==> src/rtl/core/wcpt_div.sv <==
// Divider by a constant power-of-two divisor: a registered right shift with a done pulse.
// No package dependency; dividend width and divisor come from the instantiating module.
module wcpt_div #(
    parameter int DW      = 56,
    parameter int DIVISOR = 16
) (
    input  logic          i_clk,
    input  logic          i_rst_n,
    input  logic          i_start,
    input  logic [DW-1:0] i_dividend,
    output logic          o_done,
    output logic [DW-1:0] o_quotient
);
    // The divisor is a power of two, so the floored quotient is a plain shift.
    localparam int SHIFT = $clog2(DIVISOR);

    logic          r_done, n_done;
    logic [DW-1:0] r_q, n_q;

    assign n_done = i_start;
    assign n_q    = i_start ? (i_dividend >> SHIFT) : r_q;

    // The quotient is ready in the cycle after the start and holds until the next start.
    always_ff @(posedge i_clk) begin
        if (!i_rst_n) begin
            r_done <= 1'b0;
        end else begin
            r_done <= n_done;
        end
        r_q <= n_q;
    end

    assign o_done     = r_done;
    assign o_quotient = r_q;
endmodule

==> config.mk <==
export PLATFORM = sky130hd
export DESIGN_NAME = wcpt_div
export DESIGN_NICKNAME = d
export VERILOG_FILES = /design/src/rtl/core/wcpt_div.sv
export SDC_FILE = /design/constraint.sdc
export NUM_CORES = 1
export LEC_CHECK = 0
export BUFFER_PORTS_ARGS = -buffer_cell sky130_fd_sc_hd__buf_4
export CAP_MARGIN = 20
export CORE_MARGIN = 2
export CORE_UTILIZATION = 35
export CTS_CLUSTER_SIZE = 10
export DETAILED_ROUTE_END_ITERATION = 7
export GPL_ROUTABILITY_DRIVEN = 0
export PLACE_DENSITY = 0.73
export SLEW_MARGIN = 20
export SYNTH_ARGS = -nofsm -noshare
export SYNTH_HDL_FRONTEND = slang
export SYNTH_SLANG_ARGS = --single-unit
==> constraint.sdc <==
create_clock -name i_clk -period 0.9 [get_ports i_clk]
set_clock_uncertainty 0.05 [all_clocks]
set_input_delay 0.045 -clock i_clk [delete_from_list [all_inputs] [get_ports i_clk]]
set_output_delay 0.045 -clock i_clk [all_outputs]
set_load 0.02 [all_outputs]
== Yosys cells after proc, flatten, opt, wreduce, memory -nomap -nowiden ==
Cells that the tools add are included.
Widths: inputs -> output; s select.

* Flip-flop bits (word level): 53
* Input bits: 59
* Output and inout bits: 57

== Logic depth before layout (Yosys ltp) ==
Gate-level depths: netlist of run 1.

* Depth in word-level cells: 0
* Depth in mapped cells: 1

== Worst setup path before layout of run 1 ==
No wires, ideal clock.

* Path type: register to output
* Start: register r_q[0] (netlist: o_quotient[0])
* End: output port o_quotient[0]
* Arrival: 449 ps
* Required time: 805 ps
* Path slack: 356 ps
* Cell stages (with the launch flop): 1
* Buffers on the path: 0
* Path through: edfxtp_1

{| class="wikitable"
|+ RTL lines
! what !! line !! source
|-
| from (decl) || 18 || <nowiki>logic [DW-1:0] r_q, n_q;</nowiki>
|-
| from (signal assigned) || 30 || <nowiki>r_q <= n_q;</nowiki>
|-
| to (decl) || 12 || <nowiki>output logic [DW-1:0] o_quotient</nowiki>
|}

No word-level cell between the ends.

== Worst setup path after layout of run 1 ==
* Start: register r_q[3] (netlist: o_quotient[3])
* End: output port o_quotient[3]

No word-level cell between the ends.

==> results of run 1 <==
-- layout make-up --
cell class	count	area, sq um	share of cell area
multi-input combinational	5	21.3	0.00636
sequential	53	1580	0.473
tap	52	65.1	0.0194
timing repair buffer	163	1590	0.475
clock buffer	8	90.1	0.0269
-- cell usage in the layout, fill, tap and decap left out --
cell,count
sky130_fd_sc_hd__buf_6,52
sky130_fd_sc_hd__and2_1,1
sky130_fd_sc_hd__dfxtp_1,1
sky130_fd_sc_hd__buf_4,55
sky130_fd_sc_hd__buf_12,3
sky130_fd_sc_hd__clkbuf_8,6
sky130_fd_sc_hd__conb_1,4
sky130_fd_sc_hd__edfxtp_1,52
sky130_fd_sc_hd__clkbuf_1,2
sky130_fd_sc_hd__dlygate4sd3_1,53
-- flip-flops by register name, summed over array words and instances (netlist names) --
signal	cells
o_quotient	52
o_done	1
-- final timing paths --
kind,cells past startpoint,to,slack [ns]
setup / recovery,1,o_quotient[3],-0.05
hold / removal,2,o_quotient[35],0.12
-- stage by stage --
step	util	setup TNS, ns	std cells
6_report	0.758	-1.30	281
5_1_grt	0.758	-3.17	281
4_1_cts	0.754	-1.71	281
3_5_place_dp	0.573	0	220
3_3_place_gp	0.573	0	220
2_1_floorplan	-	0	62
-- routing by layer --
metal / share of wire / wire [um]
met1: 0.32 / 1390
met2: 0.59 / 2510
met3: 0.085 / 364
met4: 0.0049 / 21
met5: 0 / 0
-- kinds of logic (layout without fill, tap and decap cells) --
logic type / count (synthesis) / in the layout
buffers and inverters: 4 / 171
and+or+nand+nor: 1 / 1
DFF: 53 / 53
other: 1 / 4
-- synth_stat cells (all sizes together) --
library cell	n	area [sq um]
dfxtp	1	20.0
and2	1	6.26
conb	1	3.75
edfxtp	52	1560
buf	4	30.0
-- repair_timing --
item | 4_1_cts | 5_1_grt
gates cloned | 0 | 0
hold endpoints to repair | 53 | 0
setup endpoints to repair | 52 | 52
pin swaps | 0 | 0
setup buffers | 0 | 0
hold buffers | 53 | 0
resized for setup | 47 | 5
-- power breakdown --
group / total [mW] / switching (mW) / internal [mW]
clock network: 1.33 / 0.697 / 0.628
registers: 3.01 / 0.0891 / 2.93
logic: 1.11 / 0.453 / 0.655
total: 5.45 / 1.24 / 4.21
==> report_table.html, run 1 <==
<table>
<tr><th>Metric</th><th>Value</th></tr>
<tr><th colspan="2">Outcome</th></tr>
<tr><td>Run status</td><td>complete, but fails checks</td></tr>
<tr><td>Violated checks</td><td>setup timing</td></tr>
<tr><th colspan="2">GRT</th></tr>
<tr><td>Via count of the first global-routing pass</td><td>1309</td></tr>
<tr><td>Number of antenna violations at the first check in global routing</td><td>0</td></tr>
<tr><td>Wire length of the first global-routing pass</td><td>approximately 6.2 mm</td></tr>
<tr><td>Overall Global Routing Usage</td><td>0.165</td></tr>
<tr><td>Global routing usage on met3</td><td>0.0514</td></tr>
<tr><td>Met2 usage in global routing</td><td>0.325</td></tr>
<tr><td>Pin count of the biggest net entering global routing</td><td>21</td></tr>
<tr><td>Met1 Resource Use GR</td><td>0.159</td></tr>
<tr><td>GRT Max-Usage Layer</td><td>met2</td></tr>
<tr><td>Total grt overflow</td><td>0</td></tr>
<tr><th colspan="2">Logic synthesis</th></tr>
<tr><td>Post-Syn Area</td><td>0.00162 sq mm</td></tr>
<tr><td>Simple-Gate Fraction of Synth Area</td><td>0.00386</td></tr>
<tr><td>#FFs+latches synth</td><td>53</td></tr>
<tr><td>Compound-cell area share of the yosys netlist</td><td>0</td></tr>
<tr><td>Multiplexer share of the synthesized area</td><td>0</td></tr>
<tr><td>Proportion of synthesized chip area in sequential cells</td><td>0.975</td></tr>
<tr><td>Cells after synthesis</td><td>around 60</td></tr>
<tr><td>Yosys cell types</td><td>5</td></tr>
<tr><td>Adder-Cell Fraction of Synth Area</td><td>0</td></tr>
<tr><td>Synthesized area per cell</td><td>around 27 sq um</td></tr>
<tr><td>Yosys synthesis warning count</td><td>0</td></tr>
<tr><td>Fraction of synthesized cell area in xor and xnor cells</td><td>0</td></tr>
<tr><td>Dominant combinational cell family by area after synthesis</td><td>buffers and inverters</td></tr>
<tr><th colspan="2">Job</th></tr>
<tr><td>Number of max-cap violations</td><td>0</td></tr>
<tr><th colspan="2">Route</th></tr>
<tr><td>Total DRC errors in the routed layout</td><td>0</td></tr>
<tr><td>Routed length per placed instance</td><td>roughly 15 um</td></tr>
<tr><td>Vias post-DR</td><td>1190</td></tr>
<tr><td>DRT iter0 DRCs</td><td>between 40 and 50</td></tr>
<tr><td>Antenna Nets Post-Route</td><td>0</td></tr>
<tr><td>First drt pass iteration count</td><td>4</td></tr>
<tr><td>Detailed-route wire length</td><td>between 4 and 5 mm</td></tr>
<tr><td>Via-per-instance ratio</td><td>4.23</td></tr>
<tr><th colspan="2">Clock network</th></tr>
<tr><td>Number of H-tree levels</td><td>2</td></tr>
<tr><td>Root buffer cell</td><td>sky130_fd_sc_hd__clkbuf_8</td></tr>
<tr><td>Clk buf depth</td><td>2</td></tr>
<tr><td>TritonCTS clock tree</td><td>built</td></tr>
<tr><td>Clock transition at path regs</td><td>0.09 ns</td></tr>
<tr><td>Sink Count</td><td>53</td></tr>
<tr><td>Number of clock buffers inserted by TritonCTS</td><td>5</td></tr>
<tr><th colspan="2">Die</th></tr>
<tr><td>Initial core utilization</td><td>0.367</td></tr>
<tr><td>Horizontal die dimension</td><td>72.1 um</td></tr>
<tr><td>Vert. Die Dim</td><td>between 70 and 80 um</td></tr>
<tr><td>Area of the die</td><td>approximately 0.0052 sq mm</td></tr>
<tr><td>Number of top-level pins</td><td>116</td></tr>
<tr><td>Standard cell core area</td><td>~0.0044 sq mm</td></tr>
<tr><td>Number of cell rows</td><td>24</td></tr>
<tr><th colspan="2">Setup path</th></tr>
<tr><td>Critical path start-end classification</td><td>flop to primary output</td></tr>
<tr><td>Critical path arrival</td><td>about 0.86 ns</td></tr>
<tr><td>Worst Path Buf+Inv</td><td>1</td></tr>
<tr><td>Cell class contributing the biggest share of worst-path delay</td><td>flip-flops</td></tr>
<tr><td>Slowest-stage cell, CP</td><td>sky130_fd_sc_hd__edfxtp_1</td></tr>
<tr><td>Largest driver fanout on the critical path</td><td>1</td></tr>
<tr><td>Largest stage delay on the critical path</td><td>0.41 ns</td></tr>
<tr><td>Critical Path Source Type</td><td>flop</td></tr>
<tr><td>Start point of the critical path</td><td>o_quotient[3]</td></tr>
<tr><td>Sequence of cells on the critical path</td><td>buf_6</td></tr>
<tr><td>Required time of the critical path</td><td>0.81 ns</td></tr>
<tr><td>Kind of end point of the critical path</td><td>primary output</td></tr>
<tr><th colspan="2">Worst hold path</th></tr>
<tr><td>Worst hold-check path type</td><td>input port to flop</td></tr>
<tr><td>Beginning of the worst hold path</td><td>i_start</td></tr>
<tr><th colspan="2">Power</th></tr>
<tr><td>Post-layout total power</td><td>between 5 and 6 mW</td></tr>
<tr><td>Largest vdd supply drop</td><td>0.00109 V</td></tr>
<tr><td>Static Leak</td><td>1.41 nW</td></tr>
<tr><td>Power density relative to cell area</td><td>1630 mW/mm^2</td></tr>
<tr><th colspan="2">Cells and area</th></tr>
<tr><td>NumNets Final</td><td>287</td></tr>
<tr><td>Post-route cell area</td><td>0.00335 sq mm</td></tr>
<tr><td>Antenna Cells</td><td>0</td></tr>
<tr><td>Synthesis-to-finish area growth</td><td>106%</td></tr>
<tr><td>Fill count</td><td>269</td></tr>
<tr><td>Fraction of layout instances using a drive strength above 1</td><td>0.507</td></tr>
<tr><th colspan="2">Timing</th></tr>
<tr><td>Number of pins exceeding their max-slew limit in the final report</td><td>0</td></tr>
<tr><td>Max frequency</td><td>1050 MHz</td></tr>
<tr><td>Clock period minus final worst setup slack</td><td>approximately 0.95 ns</td></tr>
<tr><td>Final setup violation count</td><td>52</td></tr>
<tr><td>Worst hold slack</td><td>0.119 ns</td></tr>
<tr><td>Period Utilization, post-route</td><td>1.06</td></tr>
<tr><td>Setup repair after global routing missed its margin</td><td>true</td></tr>
<tr><td>Final hold violation count</td><td>0</td></tr>
<tr><td>Final critical-path setup slack</td><td>-0.0532 ns</td></tr>
<tr><th colspan="2">Placement</th></tr>
<tr><td>Worst slack at placement</td><td>0.183 ns</td></tr>
<tr><td>Standard cell area after detailed placement</td><td>0.00253 sq mm</td></tr>
<tr><td>Count of input and output buffers</td><td>107</td></tr>
</table>
Power figures use the tool's default switching activity.
==> run 2, diff against run 1 <==
CORE_UTILIZATION = 43   (was 35)
PLACE_DENSITY = 0.87   (was 0.73)
==> run 2 against run 1 <==
Total power decreased by 0.20%. Combinational power about the same. Critical path type unchanged. Non-clock buffer count down 1. The flow still finishes with violations (setup timing). Clock power decreased by 4%. Highest routed layer unchanged. Fmax fell by 5.1%. Via count increased by 1.4%. Die area fell by 18%. Routed wire length up 24%.
==> report_table.html, run 2 (synthesis gave the netlist of run 1 again) <==
<table>
<tr><th>Metric</th><th>Value</th></tr>
<tr><th colspan="2">Outcome</th></tr>
<tr><td>Run status</td><td>complete, but fails checks (unchanged)</td></tr>
<tr><td>Violated checks</td><td>setup timing (unchanged)</td></tr>
<tr><th colspan="2">Cells and area</th></tr>
<tr><td>Leading cell types in the layout, fill and taps excluded</td><td>sky130_fd_sc_hd__buf_4, sky130_fd_sc_hd__dlygate4sd3_1, sky130_fd_sc_hd__edfxtp_1, sky130_fd_sc_hd__buf_6, sky130_fd_sc_hd__clkbuf_8 (unchanged)</td></tr>
<tr><td>Post-layout utilization of the core</td><td>0.913 (was 0.758)</td></tr>
<tr><td>Layout Cells excl Fill</td><td>276 (was 281)</td></tr>
<tr><td>NumNets Final</td><td>286 (was 287)</td></tr>
<tr><td>Most common library cell in the layout ignoring fill and taps</td><td>sky130_fd_sc_hd__buf_4 (unchanged)</td></tr>
<tr><td>Number of flip-flops under the largest register name</td><td>52 (unchanged)</td></tr>
<tr><td>Antenna Cells</td><td>0 (unchanged)</td></tr>
<tr><td>Fraction of layout instances using a drive strength above 1</td><td>0.509 (was 0.507)</td></tr>
<tr><td>Synthesis-to-finish area growth</td><td>105% (was 106%)</td></tr>
<tr><th colspan="2">Die</th></tr>
<tr><td>Number of top-level pins</td><td>116 (unchanged)</td></tr>
<tr><td>Vert. Die Dim</td><td>65.4 um (was 72.1 um)</td></tr>
<tr><td>Standard cell core area</td><td>0.00363 sq mm (was 0.00441 sq mm)</td></tr>
<tr><td>Area of the die</td><td>0.00428 sq mm (was 0.00519 sq mm)</td></tr>
<tr><td>Number of cell rows</td><td>22 (was 24)</td></tr>
<tr><td>Horizontal die dimension</td><td>65.4 um (was 72.1 um)</td></tr>
<tr><td>Initial core utilization</td><td>0.446 (was 0.367)</td></tr>
<tr><th colspan="2">Timing</th></tr>
<tr><td>Final hold violation count</td><td>0 (unchanged)</td></tr>
<tr><td>Number of pins exceeding their max-slew limit in the final report</td><td>0 (unchanged)</td></tr>
<tr><td>Setup repair after global routing missed its margin</td><td>true (unchanged)</td></tr>
<tr><td>Max frequency</td><td>996 MHz (was 1050 MHz)</td></tr>
<tr><td>Clock period minus final worst setup slack</td><td>1.00 ns (was 0.953 ns)</td></tr>
<tr><td>Final critical-path setup slack</td><td>-0.104 ns (was -0.0532 ns)</td></tr>
<tr><td>Final setup violation count</td><td>52 (unchanged)</td></tr>
<tr><td>Period Utilization, post-route</td><td>1.12 (was 1.06)</td></tr>
<tr><th colspan="2">GRT</th></tr>
<tr><td>Wire length of the first global-routing pass</td><td>7.88 mm (was 6.22 mm)</td></tr>
<tr><td>Overall Global Routing Usage</td><td>0.272 (was 0.165)</td></tr>
<tr><td>GRT Max-Usage Layer</td><td>met2 (unchanged)</td></tr>
<tr><td>Global routing usage on met3</td><td>0.0651 (was 0.0514)</td></tr>
<tr><td>Via count of the first global-routing pass</td><td>1477 (was 1309)</td></tr>
<tr><td>Met2 usage in global routing</td><td>0.565 (was 0.325)</td></tr>
<tr><td>Number of antenna violations at the first check in global routing</td><td>0 (unchanged)</td></tr>
<tr><td>Total grt overflow</td><td>0 (unchanged)</td></tr>
<tr><td>Pin count of the biggest net entering global routing</td><td>32 (was 21)</td></tr>
<tr><td>Met1 Resource Use GR</td><td>0.235 (was 0.159)</td></tr>
<tr><th colspan="2">Job</th></tr>
<tr><td>Number of max-cap violations</td><td>0 (unchanged)</td></tr>
<tr><th colspan="2">Power</th></tr>
<tr><td>Int Power</td><td>4.11 mW (was 4.21 mW)</td></tr>
<tr><td>Net switching fraction of the power</td><td>0.243 (was 0.228)</td></tr>
<tr><td>Sequential group share of total power</td><td>0.558 (was 0.553)</td></tr>
<tr><td>Power share of the combinational group</td><td>0.206 (was 0.203)</td></tr>
<tr><td>Static Leak</td><td>1.40 nW (was 1.41 nW)</td></tr>
<tr><td>Largest vdd supply drop</td><td>0.00136 V (was 0.00109 V)</td></tr>
<tr><td>Power density relative to cell area</td><td>1640 mW/mm^2 (was 1630 mW/mm^2)</td></tr>
<tr><td>Power dissipated by switching net loads</td><td>1.32 mW (was 1.24 mW)</td></tr>
<tr><td>Clk network pwr share</td><td>0.236 (was 0.243)</td></tr>
<tr><th colspan="2">Route</th></tr>
<tr><td>Via-per-instance ratio</td><td>4.37 (was 4.23)</td></tr>
<tr><td>First drt pass iteration count</td><td>4 (unchanged)</td></tr>
<tr><td>Vias post-DR</td><td>1207 (was 1190)</td></tr>
<tr><td>Antenna Nets Post-Route</td><td>0 (unchanged)</td></tr>
<tr><td>Routed length per placed instance</td><td>19.3 um (was 15.3 um)</td></tr>
<tr><td>DRT iter0 DRCs</td><td>51 (was 45)</td></tr>
<tr><td>Detailed-route wire length</td><td>5.33 mm (was 4.29 mm)</td></tr>
<tr><td>Total DRC errors in the routed layout</td><td>0 (unchanged)</td></tr>
<tr><th colspan="2">Clock network</th></tr>
<tr><td>Clock transition at path regs</td><td>0.10 ns (was 0.09 ns)</td></tr>
<tr><td>Sink Count</td><td>53 (unchanged)</td></tr>
<tr><td>TritonCTS clock tree</td><td>built (unchanged)</td></tr>
<tr><td>Number of H-tree levels</td><td>2 (unchanged)</td></tr>
<tr><td>Root buffer cell</td><td>sky130_fd_sc_hd__clkbuf_8 (unchanged)</td></tr>
<tr><td>Number of clock buffers inserted by TritonCTS</td><td>5 (unchanged)</td></tr>
<tr><td>Clk buf depth</td><td>2 (unchanged)</td></tr>
<tr><td>Postcts setup bufs</td><td>0 (unchanged)</td></tr>
<tr><th colspan="2">Setup path</th></tr>
<tr><td>Critical Path Source Type</td><td>flop (unchanged)</td></tr>
<tr><td>Cell class contributing the biggest share of worst-path delay</td><td>flip-flops (unchanged)</td></tr>
<tr><td>Critical path arrival</td><td>0.91 ns (was 0.86 ns)</td></tr>
<tr><td>Largest driver fanout on the critical path</td><td>1 (unchanged)</td></tr>
<tr><td>Kind of end point of the critical path</td><td>primary output (unchanged)</td></tr>
<tr><td>Worst Path Buf+Inv</td><td>1 (unchanged)</td></tr>
<tr><td>Sequence of cells on the critical path</td><td>buf_6 (unchanged)</td></tr>
<tr><td>Largest stage delay on the critical path</td><td>0.45 ns (was 0.41 ns)</td></tr>
<tr><td>Start point of the critical path</td><td>o_quotient[36] (was o_quotient[3])</td></tr>
<tr><td>Required time of the critical path</td><td>0.81 ns (about the same)</td></tr>
<tr><td>Critical path start-end classification</td><td>flop to primary output (unchanged)</td></tr>
<tr><td>Slowest-stage cell, CP</td><td>sky130_fd_sc_hd__edfxtp_1 (unchanged)</td></tr>
<tr><th colspan="2">Worst hold path</th></tr>
<tr><td>Worst hold-check path type</td><td>input port to flop (unchanged)</td></tr>
<tr><td>Beginning of the worst hold path</td><td>i_start (unchanged)</td></tr>
<tr><th colspan="2">Placement</th></tr>
<tr><td>Cell count after placement</td><td>215 (was 220)</td></tr>
<tr><td>Placed wire-length estimate</td><td>2.69 mm</td></tr>
<tr><td>Count of input and output buffers</td><td>107 (unchanged)</td></tr>
</table>
==> run 2: cell types whose count changed in the layout (fill, tap and decap cells not counted) <==
cell and delta:
sky130_fd_sc_hd__buf_12 -1, sky130_fd_sc_hd__clkbuf_1 -2, sky130_fd_sc_hd__clkbuf_8 -1, sky130_fd_sc_hd__clkinv_1 +1, sky130_fd_sc_hd__clkinv_2 +1, sky130_fd_sc_hd__clkinv_4 +1
==> run 2: timing repair <==
item,4_1_cts,5_1_grt
pin swaps,0,0
setup endpoints to repair,52,52
hold buffers,53,0
endpoints found under the hold margin,53,0
gates resized for setup,49,3
==> run 2: final timing paths <==
path              to  slack, ns  cells past startpoint
max   o_quotient[36]      -0.10                      1
min   o_quotient[48]       0.12                      2
==> run 2: layer usage <==
layer,share of wire,wire length (um),vias up
li1,-,-,556
met1,0.30,1580,583
met2,0.63,3350,57
met3,0.050,268,11
met4,0.026,139,0
met5,0,0,-
==> run 2: power groups by stage <==
| stage | clock (mW) | combinational [mW] | sequential (mW) |
|---|---|---|---|
| global route | 1.37 | 1.16 | 3.05 |
| CTS | 1.27 | 1.09 | 3.01 |
| detailed placement | 0 | 0.800 | 3.03 |
| finish | 1.28 | 1.12 | 3.04 |
| floorplan | 0 | 0.0292 | 3.28 |
| global placement | 0 | 0.781 | 3.02 |
==> run 2: stage by stage <==
stage	setup TNS [ns]	power, mW	hold slack, ns	area [sq um]	setup WS (ns)
2_1_floorplan	0	3.31	0.0939	1630	0.356
3_3_place_gp	0	3.80	0.173	2510	0.189
3_5_place_dp	0	3.83	0.174	2510	0.178
4_1_cts	-1.51	5.37	0.123	3310	-0.0646
5_1_grt	-3.74	5.59	0.122	3320	-0.116
6_report	-2.36	5.44	0.116	3320	-0.104
==> run 2: area by class of cell <==
| cell class | instances | area (sq um) |
|---|---|---|
| Timing Repair Buffer | 162 | 1570 |
| Clock buffer | 5 | 68.8 |
| Tap cell | 48 | 60.1 |
| Sequential cell | 53 | 1580 |
| Fill cell | 126 | 315 |
| Clock inverter | 3 | 17.5 |
| Multi-Input combinational cell | 5 | 21.3 |
==> run 3, diff against run 2 <==
PLACE_DENSITY = 0.89   (was 0.87)
==> run 3 against run 2 <==
First-iteration DRC count rose by 14%. The flow finishes with violations (hold timing, setup timing). Critical endpoint is now o_quotient[8]. Cell count did not move. Critical path depth did not move. Global-route usage rose by 2.9 points. Non-clock buffer count did not move. Count of clock-buffer cells in the layout rose by 1. Clock power rose by 22%. Hold slack got worse by 0.12 ns. Die area did not move. Combinational power barely moved.
==> report_table.html, run 3 (synthesis gave the netlist of run 1 again) <==
<table>
<tr><th>Metric</th><th>Value</th></tr>
<tr><th colspan="2">GRT</th></tr>
<tr><td>Number of antenna violations at the first check in global routing</td><td>0 (unchanged)</td></tr>
<tr><td>Via count of the first global-routing pass</td><td>1510 (was 1477)</td></tr>
<tr><td>Overall Global Routing Usage</td><td>0.301 (was 0.272)</td></tr>
<tr><td>Wire length of the first global-routing pass</td><td>8.49 mm (was 7.88 mm)</td></tr>
<tr><td>Total grt overflow</td><td>0 (unchanged)</td></tr>
<tr><td>Pin count of the biggest net entering global routing</td><td>25 (was 32)</td></tr>
<tr><th colspan="2">Die</th></tr>
<tr><td>Area of the die</td><td>0.00428 sq mm (unchanged)</td></tr>
<tr><td>Number of top-level pins</td><td>116 (unchanged)</td></tr>
<tr><td>Number of cell rows</td><td>22 (unchanged)</td></tr>
<tr><td>Standard cell core area</td><td>0.00363 sq mm (unchanged)</td></tr>
<tr><td>Initial core utilization</td><td>0.446 (unchanged)</td></tr>
<tr><td>Horizontal die dimension</td><td>65.4 um (unchanged)</td></tr>
<tr><td>Vert. Die Dim</td><td>65.4 um (unchanged)</td></tr>
<tr><th colspan="2">Setup path</th></tr>
<tr><td>Slowest-stage cell, CP</td><td>sky130_fd_sc_hd__edfxtp_1 (unchanged)</td></tr>
<tr><td>Kind of end point of the critical path</td><td>primary output (unchanged)</td></tr>
<tr><td>Critical Path Source Type</td><td>flop (unchanged)</td></tr>
<tr><td>Sequence of cells on the critical path</td><td>buf_6 (unchanged)</td></tr>
<tr><td>Required time of the critical path</td><td>0.81 ns (about the same)</td></tr>
<tr><td>Cell class contributing the biggest share of worst-path delay</td><td>flip-flops (unchanged)</td></tr>
<tr><td>Largest stage delay on the critical path</td><td>0.45 ns (about the same)</td></tr>
<tr><td>Critical path start-end classification</td><td>flop to primary output (unchanged)</td></tr>
<tr><td>Critical path arrival</td><td>0.93 ns (was 0.91 ns)</td></tr>
<tr><td>Largest driver fanout on the critical path</td><td>1 (unchanged)</td></tr>
<tr><td>Worst Path Buf+Inv</td><td>1 (unchanged)</td></tr>
<tr><th colspan="2">Route</th></tr>
<tr><td>First drt pass iteration count</td><td>4 (unchanged)</td></tr>
<tr><td>Top layer reached by signal wires</td><td>met4 (unchanged)</td></tr>
<tr><td>DRT iter0 DRCs</td><td>58 (was 51)</td></tr>
<tr><td>Antenna Nets Post-Route</td><td>0 (unchanged)</td></tr>
<tr><td>Routed length per placed instance</td><td>21.4 um (was 19.3 um)</td></tr>
<tr><td>DRT met1 WL</td><td>1.70 mm (was 1.58 mm)</td></tr>
<tr><td>Detailed-routed wire length on met2</td><td>3.55 mm (was 3.35 mm)</td></tr>
<tr><td>Vias post-DR</td><td>1241 (was 1207)</td></tr>
<tr><td>Total DRC errors in the routed layout</td><td>0 (unchanged)</td></tr>
<tr><td>Detailed-route wire length</td><td>5.92 mm (was 5.33 mm)</td></tr>
<tr><td>Via-per-instance ratio</td><td>4.50 (was 4.37)</td></tr>
<tr><td>Met3 routed wirelength</td><td>301 um (was 268 um)</td></tr>
<tr><th colspan="2">Outcome</th></tr>
<tr><td>Violated checks</td><td>hold timing, setup timing (was setup timing)</td></tr>
<tr><td>Run status</td><td>complete, but fails checks (unchanged)</td></tr>
<tr><th colspan="2">Clock network</th></tr>
<tr><td>Number of clock buffers inserted by TritonCTS</td><td>5 (unchanged)</td></tr>
<tr><td>Root buffer cell</td><td>sky130_fd_sc_hd__clkbuf_8 (unchanged)</td></tr>
<tr><td>Number of H-tree levels</td><td>2 (unchanged)</td></tr>
<tr><td>Hold-fix buffers, CTS</td><td>53 (unchanged)</td></tr>
<tr><td>Clk buf depth</td><td>2 (unchanged)</td></tr>
<tr><td>Sink Count</td><td>53 (unchanged)</td></tr>
<tr><td>Clock transition at path regs</td><td>0.09 ns (was 0.10 ns)</td></tr>
<tr><td>TritonCTS clock tree</td><td>built (unchanged)</td></tr>
<tr><th colspan="2">Cells and area</th></tr>
<tr><td>Leading cell types in the layout, fill and taps excluded</td><td>sky130_fd_sc_hd__buf_4, sky130_fd_sc_hd__dlygate4sd3_1, sky130_fd_sc_hd__edfxtp_1, sky130_fd_sc_hd__buf_6, sky130_fd_sc_hd__clkbuf_8 (unchanged)</td></tr>
<tr><td>Number of flip-flops under the largest register name</td><td>52 (unchanged)</td></tr>
<tr><td>Fraction of layout instances using a drive strength above 1</td><td>0.504 (was 0.509)</td></tr>
<tr><td>Synthesis-to-finish area growth</td><td>106% (was 105%)</td></tr>
<tr><td>Antenna Cells</td><td>0 (unchanged)</td></tr>
<tr><td>Post-route cell area</td><td>0.00334 sq mm (was 0.00332 sq mm)</td></tr>
<tr><td>Most common library cell in the layout ignoring fill and taps</td><td>sky130_fd_sc_hd__buf_4 (unchanged)</td></tr>
<tr><td>Fill count</td><td>120 (was 126)</td></tr>
<tr><td>NumNets Final</td><td>286 (unchanged)</td></tr>
<tr><th colspan="2">Power</th></tr>
<tr><td>Static Leak</td><td>1.41 nW (was 1.40 nW)</td></tr>
<tr><td>Power density relative to cell area</td><td>1720 mW/mm^2 (was 1640 mW/mm^2)</td></tr>
<tr><td>Largest vdd supply drop</td><td>0.00214 V (was 0.00136 V)</td></tr>
<tr><th colspan="2">Placement</th></tr>
<tr><td>Count of input and output buffers</td><td>107 (unchanged)</td></tr>
<tr><td>Standard cell area after detailed placement</td><td>0.00251 sq mm (unchanged)</td></tr>
<tr><th colspan="2">Worst hold path</th></tr>
<tr><td>Worst hold-check path type</td><td>input port to flop (unchanged)</td></tr>
<tr><th colspan="2">Timing</th></tr>
<tr><td>Period Utilization, post-route</td><td>1.13 (was 1.12)</td></tr>
<tr><td>Setup repair after global routing missed its margin</td><td>true (unchanged)</td></tr>
<tr><td>Clock period minus final worst setup slack</td><td>1.02 ns (was 1.00 ns)</td></tr>
<tr><td>Worst hold slack</td><td>-0.00218 ns (was 0.116 ns)</td></tr>
<tr><td>Setup TNS</td><td>-2.84 ns (was -2.36 ns)</td></tr>
<tr><td>Number of pins exceeding their max-slew limit in the final report</td><td>0 (unchanged)</td></tr>
<tr><td>Final hold violation count</td><td>4 (was 0)</td></tr>
<tr><td>Max frequency</td><td>979 MHz (was 996 MHz)</td></tr>
<tr><td>Final setup violation count</td><td>52 (unchanged)</td></tr>
<tr><td>Final critical-path setup slack</td><td>-0.121 ns (was -0.104 ns)</td></tr>
<tr><th colspan="2">Job</th></tr>
<tr><td>Number of max-cap violations</td><td>0 (unchanged)</td></tr>
</table>
==> run 3: cell count changes in the layout (fill, tap and decap cells not counted), sizes merged <==
cell / before / now
clkbuf: 5 / 6
clkinv: 3 / 1
bufinv: 0 / 1
==> run 3: power by group <==
group          leakage (nW)  switching [mW]  internal [mW]  total (mW)
clock                0.0528           0.743          0.822        1.56
combinational         0.835           0.493          0.647        1.14
sequential            0.517           0.108           2.93        3.04
total                  1.41            1.34           4.40        5.74
==> run 3: worst paths after layout <==
check                 cells past startpoint           from  slack (ns)       endpoint
worst max-delay path                      1  o_quotient[8]       -0.12  o_quotient[8]
worst min-delay path                      1        i_start      -0.002  o_quotient[8]
==> run 3: layout make-up <==
class | count | area, sq um | share of cell area
Tap cell | 48 | 60.1 | 0.0180
Timing Repair Buffer | 162 | 1570 | 0.470
Multi-Input combinational cell | 5 | 21.3 | 0.00637
Clock buffer | 6 | 72.6 | 0.0217
Clock inverter | 2 | 33.8 | 0.0101
Sequential cell | 53 | 1580 | 0.474
==> run 3: per-layer routing <==
metal,GRT usage,up-vias
met2,0.593,78
met1,0.251,583
met5,0,-
met3,0.0719,23
li1,-,557
met4,0.221,0
==> run 3: repair_timing <==
item | in CTS | in global routing
gates cloned | 0 | 0
gates resized for setup | 50 | 2
hold endpoints to repair | 53 | 6
buffers inserted | 0 | 0
setup endpoints to repair | 52 | 52
==> run 3: per-stage QoR <==
step	power, mW	worst slack (ns)	hold WS, ns	cells	util
floorplan	3.31	0.356	0.0939	62	-
global placement	3.81	0.155	0.173	215	0.690
detailed placement	3.84	0.135	0.174	215	0.690
CTS	5.65	-0.0629	0.00844	276	0.917
global route	5.91	-0.129	-0.00375	276	0.919
finish	5.74	-0.121	-0.00218	276	0.919
